<file path="config.mk">
export PLATFORM = sky130hd
export DESIGN_NAME = ordered_array_insert_erase_flat
export DESIGN_NICKNAME = d
export VERILOG_FILES = /design/src/oaie_pkg.sv /design/src/oaie_req_if.sv /design/src/oaie_rsp_if.sv /design/src/oaie_cell.sv /design/src/ordered_array_insert_erase.sv /design/src/flat_wrapper.sv
export SDC_FILE = /design/constraint.sdc
export NUM_CORES = 2
export LEC_CHECK = 0
export ABC_AREA = 1
export CAP_MARGIN = 5
export CORE_ASPECT_RATIO = 0.75
export CORE_UTILIZATION = 30
export DETAILED_ROUTE_END_ITERATION = 6
export DONT_BUFFER_PORTS = 1
export HOLD_SLACK_MARGIN = 0.12
export SYNTH_ARGS = -nofsm -noshare
export SYNTH_HDL_FRONTEND = slang
export SYNTH_SLANG_ARGS = --single-unit
export TNS_END_PERCENT = 30
</file>
<file path="constraint.sdc">
create_clock -name clk -period 6.1 [get_ports clk]
set_input_delay 1.22 -clock clk [delete_from_list [all_inputs] [get_ports clk]]
set_output_delay 1.22 -clock clk [all_outputs]
set_load 0.01 [all_outputs]
</file>
<file path="src/oaie_pkg.sv">
// Package for the ordered array block: sizes, field widths, codes and shared types.
// No dependencies; every other file takes names from here by scope.
`timescale 1ns / 1ps
`default_nettype none

package oaie_pkg;

    localparam int CAPACITY   = 16;
    localparam int WORD_WIDTH = 32;

    localparam int IDX_W   = $clog2(CAPACITY);
    localparam int COUNT_W = $clog2(CAPACITY + 1);

    localparam int OP_W       = 3;
    localparam int VALUE_W    = 32;
    localparam int POS_W      = 5;
    localparam int STATUS_W   = 2;
    localparam int FPOS_W     = 4;
    localparam int RWORD_W    = 32;
    localparam int ENTRY_CT_W = 5;

    typedef logic signed [WORD_WIDTH-1:0] word_t;
    typedef logic [IDX_W-1:0]             idx_t;
    typedef logic [COUNT_W-1:0]           cnt_t;

    typedef enum logic [OP_W-1:0] {
        OP_APPEND,
        OP_INSERT,
        OP_ERASE,
        OP_FIND,
        OP_READ
    } op_t;

    typedef enum logic [STATUS_W-1:0] {
        STATUS_OK,
        STATUS_FULL,
        STATUS_RANGE,
        STATUS_MISSING
    } status_t;

    typedef enum logic [1:0] {
        CELL_HOLD,
        CELL_INSERT,
        CELL_ERASE
    } cell_op_t;

    typedef struct packed {
        cell_op_t op;
        idx_t     pos;
        cnt_t     count;
        word_t    key;
    } cell_cmd_t;

    typedef enum logic {
        ST_IDLE,
        ST_ERASE
    } state_t;

    function automatic word_t widen_value(input logic signed [VALUE_W-1:0] v);
        return WORD_WIDTH'(v);
    endfunction

    function automatic logic [RWORD_W-1:0] to_read_word(input word_t w);
        logic [WORD_WIDTH-1:0] u;
        u = w;
        return RWORD_W'(u);
    endfunction

endpackage

`default_nettype wire

</file>
<file path="src/oaie_req_if.sv">
// Request channel: valid/ready handshake with operation, value and position.
// Depends on oaie_pkg for field widths.
`timescale 1ns / 1ps
`default_nettype none

interface oaie_req_if;

    logic                                    valid;
    logic                                    ready;
    logic [oaie_pkg::OP_W-1:0]               operation;
    logic signed [oaie_pkg::VALUE_W-1:0]     value;
    logic [oaie_pkg::POS_W-1:0]              position;

    modport source (output valid, output operation, output value, output position,
                    input ready);
    modport sink   (input valid, input operation, input value, input position,
                    output ready);
    modport monitor (input valid, input ready, input operation, input value,
                     input position);

endinterface

`default_nettype wire

</file>
<file path="src/oaie_rsp_if.sv">
// Result channel: valid/ready handshake with status, position, read word and count.
// Depends on oaie_pkg for field widths.
`timescale 1ns / 1ps
`default_nettype none

interface oaie_rsp_if;

    logic                                    valid;
    logic                                    ready;
    logic [oaie_pkg::STATUS_W-1:0]           status;
    logic [oaie_pkg::FPOS_W-1:0]             found_position;
    logic signed [oaie_pkg::RWORD_W-1:0]     read_word;
    logic [oaie_pkg::ENTRY_CT_W-1:0]         entry_count;

    modport source (output valid, output status, output found_position,
                    output read_word, output entry_count, input ready);
    modport sink   (input valid, input status, input found_position,
                    input read_word, input entry_count, output ready);
    modport monitor (input valid, input ready, input status, input found_position,
                     input read_word, input entry_count);

endinterface

`default_nettype wire

</file>
<file path="src/oaie_cell.sv">
// One list slot: holds an entry, compares it to the key, and takes a neighbor's
// entry on insert (shift up) or erase (shift down). Depends on oaie_pkg.
`timescale 1ns / 1ps
`default_nettype none

module oaie_cell (
    input  wire logic               clk,
    input  wire oaie_pkg::idx_t     idx,
    input  wire oaie_pkg::cell_cmd_t cmd,
    input  wire oaie_pkg::word_t    left_word,
    input  wire oaie_pkg::word_t    right_word,
    input  wire logic               above_in,
    output oaie_pkg::word_t         word,
    output logic                    match,
    output logic                    above_out
);

    oaie_pkg::word_t entry_reg;
    oaie_pkg::word_t entry_next;
    logic            valid;

    assign valid     = oaie_pkg::COUNT_W'(idx) < cmd.count;
    assign match     = valid && (entry_reg == cmd.key);
    assign above_out = above_in | match;
    assign word      = entry_reg;

    always_comb
    begin
        entry_next = entry_reg;
        case (cmd.op)
            oaie_pkg::CELL_INSERT:
            begin
                if (idx == cmd.pos)
                begin
                    entry_next = cmd.key;
                end
                else if ((idx > cmd.pos) && (oaie_pkg::COUNT_W'(idx) <= cmd.count))
                begin
                    entry_next = left_word;
                end
            end
            oaie_pkg::CELL_ERASE:
            begin
                // at or above the lowest match: close the gap
                if (above_in || match)
                begin
                    entry_next = right_word;
                end
            end
            default:
            begin
                entry_next = entry_reg;
            end
        endcase
    end

    always_ff @(posedge clk)
    begin
        entry_reg <= entry_next;
    end

endmodule

`default_nettype wire

</file>
<file path="src/ordered_array_insert_erase.sv">
// Top level of the ordered array: request decode, erase sequencer, result register.
// Depends on oaie_pkg, oaie_req_if, oaie_rsp_if and oaie_cell.
`timescale 1ns / 1ps
`default_nettype none

// Ordered list of up to CAPACITY signed words kept in a row of cells, one entry
// per cell. Append, insert, find and read finish in the cycle the request is
// accepted; the result is registered and a new request is taken the next cycle,
// also while the previous result still waits, as long as the result register is
// freed that cycle. Erase removes the lowest matching entry per cycle as the
// cells shift down, until no entry matches; then the result is registered and
// the sequencer returns to idle. No request is taken while an erase is under way.
// Entries above the count are never read, so they need no reset.
module ordered_array_insert_erase (
    input  wire logic   clk,
    input  wire logic   rst_n,
    oaie_req_if.sink    req,
    oaie_rsp_if.source  rsp
);

    localparam int N = oaie_pkg::CAPACITY;

    oaie_pkg::state_t   state_reg, state_next;
    oaie_pkg::cnt_t     count_reg, count_next;
    oaie_pkg::word_t    key_reg, key_next;
    logic               erased_reg, erased_next;

    logic                                 rsp_valid_reg, rsp_valid_next;
    oaie_pkg::status_t                    status_reg, status_next;
    logic [oaie_pkg::FPOS_W-1:0]          fpos_reg, fpos_next;
    logic [oaie_pkg::RWORD_W-1:0]         rword_reg, rword_next;
    logic [oaie_pkg::ENTRY_CT_W-1:0]      ecount_reg, ecount_next;

    oaie_pkg::cell_cmd_t cmd;
    oaie_pkg::word_t     word_q [N];
    logic [N-1:0]        match;
    logic [N:0]          above;
    logic [N-1:0]        first;
    oaie_pkg::idx_t      first_idx;
    logic                any_match;
    logic                accept;
    logic                full;
    oaie_pkg::op_t       op;

    assign above[0]  = 1'b0;
    assign any_match = above[N];
    assign op        = oaie_pkg::op_t'(req.operation);
    assign accept    = req.valid && req.ready;
    assign full      = count_reg == oaie_pkg::COUNT_W'(N);

    genvar g;
    generate
        for (g = 0; g < N; g++)
        begin : g_cell
            oaie_pkg::word_t left_w;
            oaie_pkg::word_t right_w;
            if (g == 0)
            begin : g_first
                assign left_w = word_q[g];
            end
            else
            begin : g_mid_l
                assign left_w = word_q[g-1];
            end
            if (g == N - 1)
            begin : g_last
                assign right_w = word_q[g];
            end
            else
            begin : g_mid_r
                assign right_w = word_q[g+1];
            end

            oaie_cell u_cell (
                .clk        (clk),
                .idx        (oaie_pkg::IDX_W'(g)),
                .cmd        (cmd),
                .left_word  (left_w),
                .right_word (right_w),
                .above_in   (above[g]),
                .word       (word_q[g]),
                .match      (match[g]),
                .above_out  (above[g+1])
            );

            assign first[g] = match[g] & ~above[g];
        end
    endgenerate

    always_comb
    begin
        first_idx = '0;
        for (int i = 0; i < N; i++)
        begin
            if (first[i])
            begin
                first_idx = first_idx | oaie_pkg::IDX_W'(i);
            end
        end
    end

    // next state
    always_comb
    begin
        state_next = state_reg;
        case (state_reg)
            oaie_pkg::ST_IDLE:
            begin
                if (accept && (op == oaie_pkg::OP_ERASE))
                begin
                    state_next = oaie_pkg::ST_ERASE;
                end
            end
            oaie_pkg::ST_ERASE:
            begin
                if (!any_match)
                begin
                    state_next = oaie_pkg::ST_IDLE;
                end
            end
            default:
            begin
                state_next = oaie_pkg::ST_IDLE;
            end
        endcase
    end

    // outputs and datapath control
    always_comb
    begin
        logic                      load;
        oaie_pkg::status_t         st;
        logic [oaie_pkg::FPOS_W-1:0]  fp;
        logic [oaie_pkg::RWORD_W-1:0] rw;

        load        = 1'b0;
        st          = oaie_pkg::STATUS_OK;
        fp          = '0;
        rw          = '0;
        req.ready   = 1'b0;
        count_next  = count_reg;
        key_next    = key_reg;
        erased_next = erased_reg;

        cmd.op    = oaie_pkg::CELL_HOLD;
        cmd.pos   = count_reg[oaie_pkg::IDX_W-1:0];
        cmd.count = count_reg;
        cmd.key   = (state_reg == oaie_pkg::ST_ERASE) ? key_reg
                                                      : oaie_pkg::widen_value(req.value);

        case (state_reg)
            oaie_pkg::ST_IDLE:
            begin
                req.ready = !rsp_valid_reg || rsp.ready;
                if (accept)
                begin
                    case (op)
                        oaie_pkg::OP_APPEND:
                        begin
                            load = 1'b1;
                            if (full)
                            begin
                                st = oaie_pkg::STATUS_FULL;
                            end
                            else
                            begin
                                cmd.op     = oaie_pkg::CELL_INSERT;
                                count_next = count_reg + 1'b1;
                            end
                        end
                        oaie_pkg::OP_INSERT:
                        begin
                            load = 1'b1;
                            if (full)
                            begin
                                st = oaie_pkg::STATUS_FULL;
                            end
                            else if (32'(req.position) > 32'(count_reg))
                            begin
                                st = oaie_pkg::STATUS_RANGE;
                            end
                            else
                            begin
                                cmd.op     = oaie_pkg::CELL_INSERT;
                                cmd.pos    = oaie_pkg::IDX_W'(req.position);
                                count_next = count_reg + 1'b1;
                            end
                        end
                        oaie_pkg::OP_ERASE:
                        begin
                            key_next    = oaie_pkg::widen_value(req.value);
                            erased_next = 1'b0;
                        end
                        oaie_pkg::OP_FIND:
                        begin
                            load = 1'b1;
                            if (any_match)
                            begin
                                fp = oaie_pkg::FPOS_W'(first_idx);
                            end
                            else
                            begin
                                st = oaie_pkg::STATUS_MISSING;
                            end
                        end
                        oaie_pkg::OP_READ:
                        begin
                            load = 1'b1;
                            if (32'(req.position) >= 32'(count_reg))
                            begin
                                st = oaie_pkg::STATUS_RANGE;
                            end
                            else
                            begin
                                rw = oaie_pkg::to_read_word(
                                         word_q[oaie_pkg::IDX_W'(req.position)]);
                            end
                        end
                        default:
                        begin
                            load = 1'b1;
                        end
                    endcase
                end
            end
            oaie_pkg::ST_ERASE:
            begin
                if (any_match)
                begin
                    cmd.op      = oaie_pkg::CELL_ERASE;
                    count_next  = count_reg - 1'b1;
                    erased_next = 1'b1;
                end
                else
                begin
                    load = 1'b1;
                    st   = erased_reg ? oaie_pkg::STATUS_OK : oaie_pkg::STATUS_MISSING;
                end
            end
            default:
            begin
                load = 1'b0;
            end
        endcase

        rsp_valid_next = load ? 1'b1 : (rsp_valid_reg && !rsp.ready);
        status_next    = load ? st : status_reg;
        fpos_next      = load ? fp : fpos_reg;
        rword_next     = load ? rw : rword_reg;
        ecount_next    = load ? oaie_pkg::ENTRY_CT_W'(count_next) : ecount_reg;
    end

    always_ff @(posedge clk or negedge rst_n)
    begin
        if (!rst_n)
        begin
            state_reg     <= oaie_pkg::ST_IDLE;
            count_reg     <= '0;
            erased_reg    <= 1'b0;
            rsp_valid_reg <= 1'b0;
        end
        else
        begin
            state_reg     <= state_next;
            count_reg     <= count_next;
            erased_reg    <= erased_next;
            rsp_valid_reg <= rsp_valid_next;
        end
    end

    always_ff @(posedge clk)
    begin
        key_reg    <= key_next;
        status_reg <= status_next;
        fpos_reg   <= fpos_next;
        rword_reg  <= rword_next;
        ecount_reg <= ecount_next;
    end

    assign rsp.valid          = rsp_valid_reg;
    assign rsp.status         = status_reg;
    assign rsp.found_position = fpos_reg;
    assign rsp.read_word      = signed'(rword_reg);
    assign rsp.entry_count    = ecount_reg;

endmodule

`default_nettype wire

</file>
<file path="src/flat_wrapper.sv">
// flat-port wrapper written by rule: the top's interface ports become plain ports
module ordered_array_insert_erase_flat 
  (clk, rst_n, req_valid, req_operation, req_value, req_position, req_ready, rsp_valid, rsp_status, rsp_found_position, rsp_read_word, rsp_entry_count, rsp_ready);
  oaie_req_if req_i ();
  oaie_rsp_if rsp_i ();
  input  wire logic clk;
  input  wire logic rst_n;
  input wire logic [$bits(req_i.valid)-1:0] req_valid;
  input wire logic [$bits(req_i.operation)-1:0] req_operation;
  input wire logic [$bits(req_i.value)-1:0] req_value;
  input wire logic [$bits(req_i.position)-1:0] req_position;
  output wire logic [$bits(req_i.ready)-1:0] req_ready;
  output wire logic [$bits(rsp_i.valid)-1:0] rsp_valid;
  output wire logic [$bits(rsp_i.status)-1:0] rsp_status;
  output wire logic [$bits(rsp_i.found_position)-1:0] rsp_found_position;
  output wire logic [$bits(rsp_i.read_word)-1:0] rsp_read_word;
  output wire logic [$bits(rsp_i.entry_count)-1:0] rsp_entry_count;
  input wire logic [$bits(rsp_i.ready)-1:0] rsp_ready;
  assign req_i.valid = req_valid;
  assign req_i.operation = req_operation;
  assign req_i.value = req_value;
  assign req_i.position = req_position;
  assign req_ready = req_i.ready;
  assign rsp_valid = rsp_i.valid;
  assign rsp_status = rsp_i.status;
  assign rsp_found_position = rsp_i.found_position;
  assign rsp_read_word = rsp_i.read_word;
  assign rsp_entry_count = rsp_i.entry_count;
  assign rsp_i.ready = rsp_ready;
  ordered_array_insert_erase u_core (.clk(clk), .rst_n(rst_n), .req(req_i), .rsp(rsp_i));
endmodule
</file>
==> metrics.txt <==
# TYPE chip_impl_metric gauge
chip_impl_info{name="status",value="finished, violations left"} 1
chip_impl_info{name="violations_in_the_final_reports",value="DRC"} 1
chip_impl_metric{name="grt_start_max_net_pins",unit=""} 301
chip_impl_info{name="synthMostInstantiatedCell",value="sky130_fd_sc_hd__nand2_1"} 1
chip_impl_info{name="cts_root_buffer",value="sky130_fd_sc_hd__clkbuf_16"} 1
chip_impl_metric{name="setup_violations",unit=""} 0
chip_impl_metric{name="slew_headroom",unit=""} 0.0400
chip_impl_metric{name="finalNetCount",unit=""} 5501
chip_impl_info{name="path_cells",value="inv_4 -> buf_4 -> nand2_1 -> nand2_2 -> xor2_1 -> nor2_1 -> nand2_1 -> nor2_1 -> nand3_1 -> nor2_1 -> buf_4 -> nor2_2 -> nand4_4 -> nor2_4 -> nand4_4 -> nand2_8 -> buf_12 -> buf_12 -> o21ai_0"} 1
chip_impl_metric{name="starting_density",unit=""} 0.304
chip_impl_info{name="synth_largest_area_cell",value="sky130_fd_sc_hd__edfxtp_1"} 1
chip_impl_metric{name="cts_resized",unit=""} 0
chip_impl_metric{name="area.sequential",unit="sq um"} 17800
chip_impl_metric{name="synth_seq_area_share",unit=""} 0.422
chip_impl_info{name="critical_path.startpoint",value="u_core.state_reg"} 1
chip_impl_metric{name="gp_congestion",unit=""} 1.06
chip_impl_metric{name="final.min_clock_period",unit="ns"} 5.58
chip_impl_info{name="path_common_cell",value="sky130_fd_sc_hd__nor2_1"} 1
chip_impl_metric{name="timing.setup.tns",unit="ns"} 0
chip_impl_metric{name="grt_util_all_layers",unit=""} 0.298
chip_impl_metric{name="cellPowerDensity",unit="nW/um^2"} 276
chip_impl_info{name="worstReg2RegStart",value="u_core.state_reg"} 1
chip_impl_metric{name="multi_input_area",unit="sq um"} 20400
chip_impl_metric{name="timing.critical_path.fanout_max",unit=""} 132
chip_impl_metric{name="clk_pin_slew_worst_paths",unit="ns"} 0.07
chip_impl_metric{name="synthesis.instances",unit=""} 5617
chip_impl_metric{name="largest_stage_delay_on_the_critical_path",unit="ns"} 0.72
chip_impl_metric{name="via_count_of_the_first_global_routing_pass",unit=""} 39200
chip_impl_metric{name="die_h",unit="microns"} 327
chip_impl_metric{name="num-fill-cells",unit=""} 14900
chip_impl_metric{name="power_leakage",unit="nW"} 18.7
chip_impl_info{name="synth_top_cells_by_area",value="sky130_fd_sc_hd__edfxtp_1 42%, sky130_fd_sc_hd__nand2_1 14%, sky130_fd_sc_hd__o21ai_0 7.5%"} 1
chip_impl_metric{name="fin_hold_ws",unit="ns"} 0.242
chip_impl_metric{name="grt_overflow_total",unit=""} 0
chip_impl_metric{name="power.ir.vdd_worst",unit="V"} 0.000188
chip_impl_metric{name="final.period_utilization",unit=""} 0.915
chip_impl_metric{name="slew_violations",unit=""} 0
chip_impl_metric{name="number_of_violations_of_the_max_capacitance_limit",unit=""} 0
chip_impl_metric{name="firstDrtPassIters",unit=""} 7
chip_impl_metric{name="clock_tree.buffer_depth",unit=""} 3
chip_impl_metric{name="post_cts.repair.setup_buffers",unit=""} 0
chip_impl_metric{name="detailedPlacementHpwl",unit="mm"} 161
chip_impl_metric{name="drc_errors",unit=""} 21
chip_impl_info{name="worst_hold_path_type",value="in -> async"} 1
chip_impl_metric{name="worst_skew_pair.late_latency",unit="ns"} 0.70
chip_impl_info{name="dominantRegCellSynth",value="sky130_fd_sc_hd__edfxtp_1"} 1
chip_impl_metric{name="cts_sinks",unit=""} 595
chip_impl_info{name="worstSetupPathType",value="reg -> reg"} 1
chip_impl_metric{name="io_pins",unit=""} 89
chip_impl_metric{name="achievable_clock_frequency",unit="MHz"} 179
chip_impl_metric{name="mean_cell_area_of_the_mapped_netlist",unit="sq um"} 7.52
chip_impl_metric{name="die_width",unit="microns"} 435
chip_impl_metric{name="route.vias.total",unit=""} 44400
chip_impl_metric{name="cp.required",unit="ns"} 6.51
chip_impl_info{name="grt_setup_unrepaired",value="no"} 1
chip_impl_metric{name="synthesis.area",unit="sq um"} 42200
chip_impl_metric{name="floorplan.core_area",unit="sq um"} 139000
chip_impl_info{name="worst_path_max_delay_cell",value="sky130_fd_sc_hd__xor2_1"} 1
chip_impl_metric{name="ys.warnings.count",unit=""} 0
chip_impl_metric{name="route.antenna.remaining_nets",unit=""} 0
chip_impl_metric{name="synth-seq-cells",unit=""} 595
chip_impl_metric{name="report.final.hold_viol_count",unit=""} 0
chip_impl_info{name="setup.worst_path.start_class",value="flip-flop"} 1
chip_impl_metric{name="postCtsHoldBufs",unit=""} 0
chip_impl_metric{name="critPathArrivalTime",unit="ns"} 5.99
chip_impl_metric{name="yosys.area.top_type_share",unit=""} 0.417
chip_impl_metric{name="flow.area_growth_from_synthesis",unit="%"} 11.2
chip_impl_metric{name="htree_num_levels",unit=""} 3
chip_impl_metric{name="drive_gt1_frac",unit=""} 0.0696
chip_impl_metric{name="worstMarginPinSlew",unit="ns"} 1.44
chip_impl_metric{name="syn-num-nets",unit=""} 5671
chip_impl_metric{name="post_drt_wl_per_cell",unit="microns"} 30.0
chip_impl_metric{name="cts_buffers",unit=""} 69
chip_impl_metric{name="largest_register_ffs",unit=""} 512
chip_impl_metric{name="die_area",unit="sq um"} 142000
chip_impl_info{name="crit_path_capture_type",value="flip-flop"} 1
chip_impl_metric{name="route.final.wire_length",unit="mm"} 221
chip_impl_metric{name="grt_first_pass_wirelength",unit="mm"} 304
chip_impl_metric{name="asyncSetResetFlopFracSynth",unit=""} 0.0134
chip_impl_metric{name="floorplan.rows",unit=""} 118
chip_impl_metric{name="initial_antenna_violation_count",unit=""} 17
chip_impl_metric{name="port_buffers",unit=""} 0
chip_impl_metric{name="worst_clock_skew",unit="ns"} 0.0466
chip_impl_metric{name="detailedRoute.firstIterationViolations",unit=""} 8295
chip_impl_info{name="cts_tree",value="done"} 1
chip_impl_metric{name="via_per_inst",unit=""} 6.03
chip_impl_metric{name="synth_cell_type_count",unit=""} 52
chip_impl_metric{name="synth_enable_flop_cells",unit=""} 587
chip_impl_info{name="synth_common_cells",value="1,530 x sky130_fd_sc_hd__nand2_1, 629 x sky130_fd_sc_hd__o21ai_0, 587 x sky130_fd_sc_hd__edfxtp_1"} 1
where the power goes:
| part | leakage [nW] | internal [mW] | switching [mW] |
|---|---|---|---|
| clock | 1.11 | 2.47 | 2.05 |
| combinational | 12.2 | 0.925 | 2.47 |
| sequential | 5.46 | 4.84 | 0.190 |
| total | 18.7 | 8.23 | 4.71 |
cells by family after synthesis:
group / count (synthesis) / share of synthesized area
AOI/OAI and AO/OA: 1787 / 0.240
buffers and inverters: 991 / 0.0999
DFF: 595 / 0.422
xor gates and xnor gates: 191 / 0.0396
and+or+nand+nor: 2043 / 0.195
adders and majority gates: 10 / 0.00296
routing by layer:
layer  track usage  routed length, microns  vias to the layer above
met1         0.421                   90400                    21600
met4        0.0704                    5690                       18
met3         0.174                   43300                      348
met5             0                     115                        -
li1              -                       -                    19000
met2         0.376                   81100                     3497
stage by stage:
step | power, mW | cells | setup slack, ns | area [sq um] | util
final | 12.9 | 7362 | 0.521 | 46900 | 0.338
after floorplan | 7.04 | 5617 | 0.0965 | 42200 | -
after global placement | 8.26 | 7233 | 0.444 | 44600 | 0.322
after CTS | 12.7 | 7358 | 0.882 | 46900 | 0.338
after detailed placement | 8.29 | 7235 | 0.710 | 44700 | 0.322
after global routing | 13.3 | 7359 | 0.402 | 46900 | 0.338
worst max-delay path, delay by kind of cell (launching register included):
kind	cells	cell delay [ns]
buffers and inverters	5	1.49
XOR/XNOR	1	0.72
AO/OA/AOI/OAI	1	0.18
flip-flops	1	0.44
AND/OR/NAND/NOR	12	2.19
final cells by class:
class,instances,area share
clock buffers,83,0.0384
inverters,558,0.0449
multi-input cells,4031,0.435
well taps,1860,0.0496
clock inverters,40,0.0101
flip-flops and latches,595,0.380
repair buffers,192,0.0417
diodes,3,0.000160
placed cells by master (no fill, tap or decap), types with 5 or more instances in the layout:
cell type,n
sky130_fd_sc_hd__nor2_1,218
sky130_fd_sc_hd__inv_2,7
sky130_fd_sc_hd__a21oi_1,319
sky130_fd_sc_hd__nand2_1,1520
sky130_fd_sc_hd__inv_1,545
sky130_fd_sc_hd__a21oi_4,10
sky130_fd_sc_hd__o2111ai_1,5
sky130_fd_sc_hd__buf_12,41
sky130_fd_sc_hd__o21ai_0,627
sky130_fd_sc_hd__clkinv_2,12
sky130_fd_sc_hd__clkinv_1,13
sky130_fd_sc_hd__o21ai_1,325
sky130_fd_sc_hd__inv_6,5
sky130_fd_sc_hd__o211ai_1,348
sky130_fd_sc_hd__nor2_4,8
sky130_fd_sc_hd__ha_1,10
sky130_fd_sc_hd__edfxtp_1,587
sky130_fd_sc_hd__nor4_1,13
sky130_fd_sc_hd__a31oi_1,13
sky130_fd_sc_hd__a211oi_1,16
sky130_fd_sc_hd__clkbuf_16,70
sky130_fd_sc_hd__o22ai_1,84
sky130_fd_sc_hd__o311a_1,13
sky130_fd_sc_hd__nand2_2,42
sky130_fd_sc_hd__bufinv_16,8
sky130_fd_sc_hd__nor3_1,32
sky130_fd_sc_hd__buf_4,149
sky130_fd_sc_hd__nand3_1,134
sky130_fd_sc_hd__clkbuf_1,13
sky130_fd_sc_hd__dfrtp_1,7
sky130_fd_sc_hd__nand4_1,57
sky130_fd_sc_hd__xor2_1,187
worst paths after layout:
check                                                   end  slack, ns  cells past startpoint
max                        u_core.g_cell[0].u_cell.word[21]       0.52                     19
min                                       u_core.erased_reg       0.24                      0
max reg2reg                u_core.g_cell[0].u_cell.word[21]       0.52                     19
min reg2reg                               u_core.erased_reg       0.55                      2
max in group asynchronous                  u_core.state_reg       5.77                      0
min in group clk                          u_core.erased_reg       0.55                      2
No activity file was read; power rests on OpenSTA's default activity.
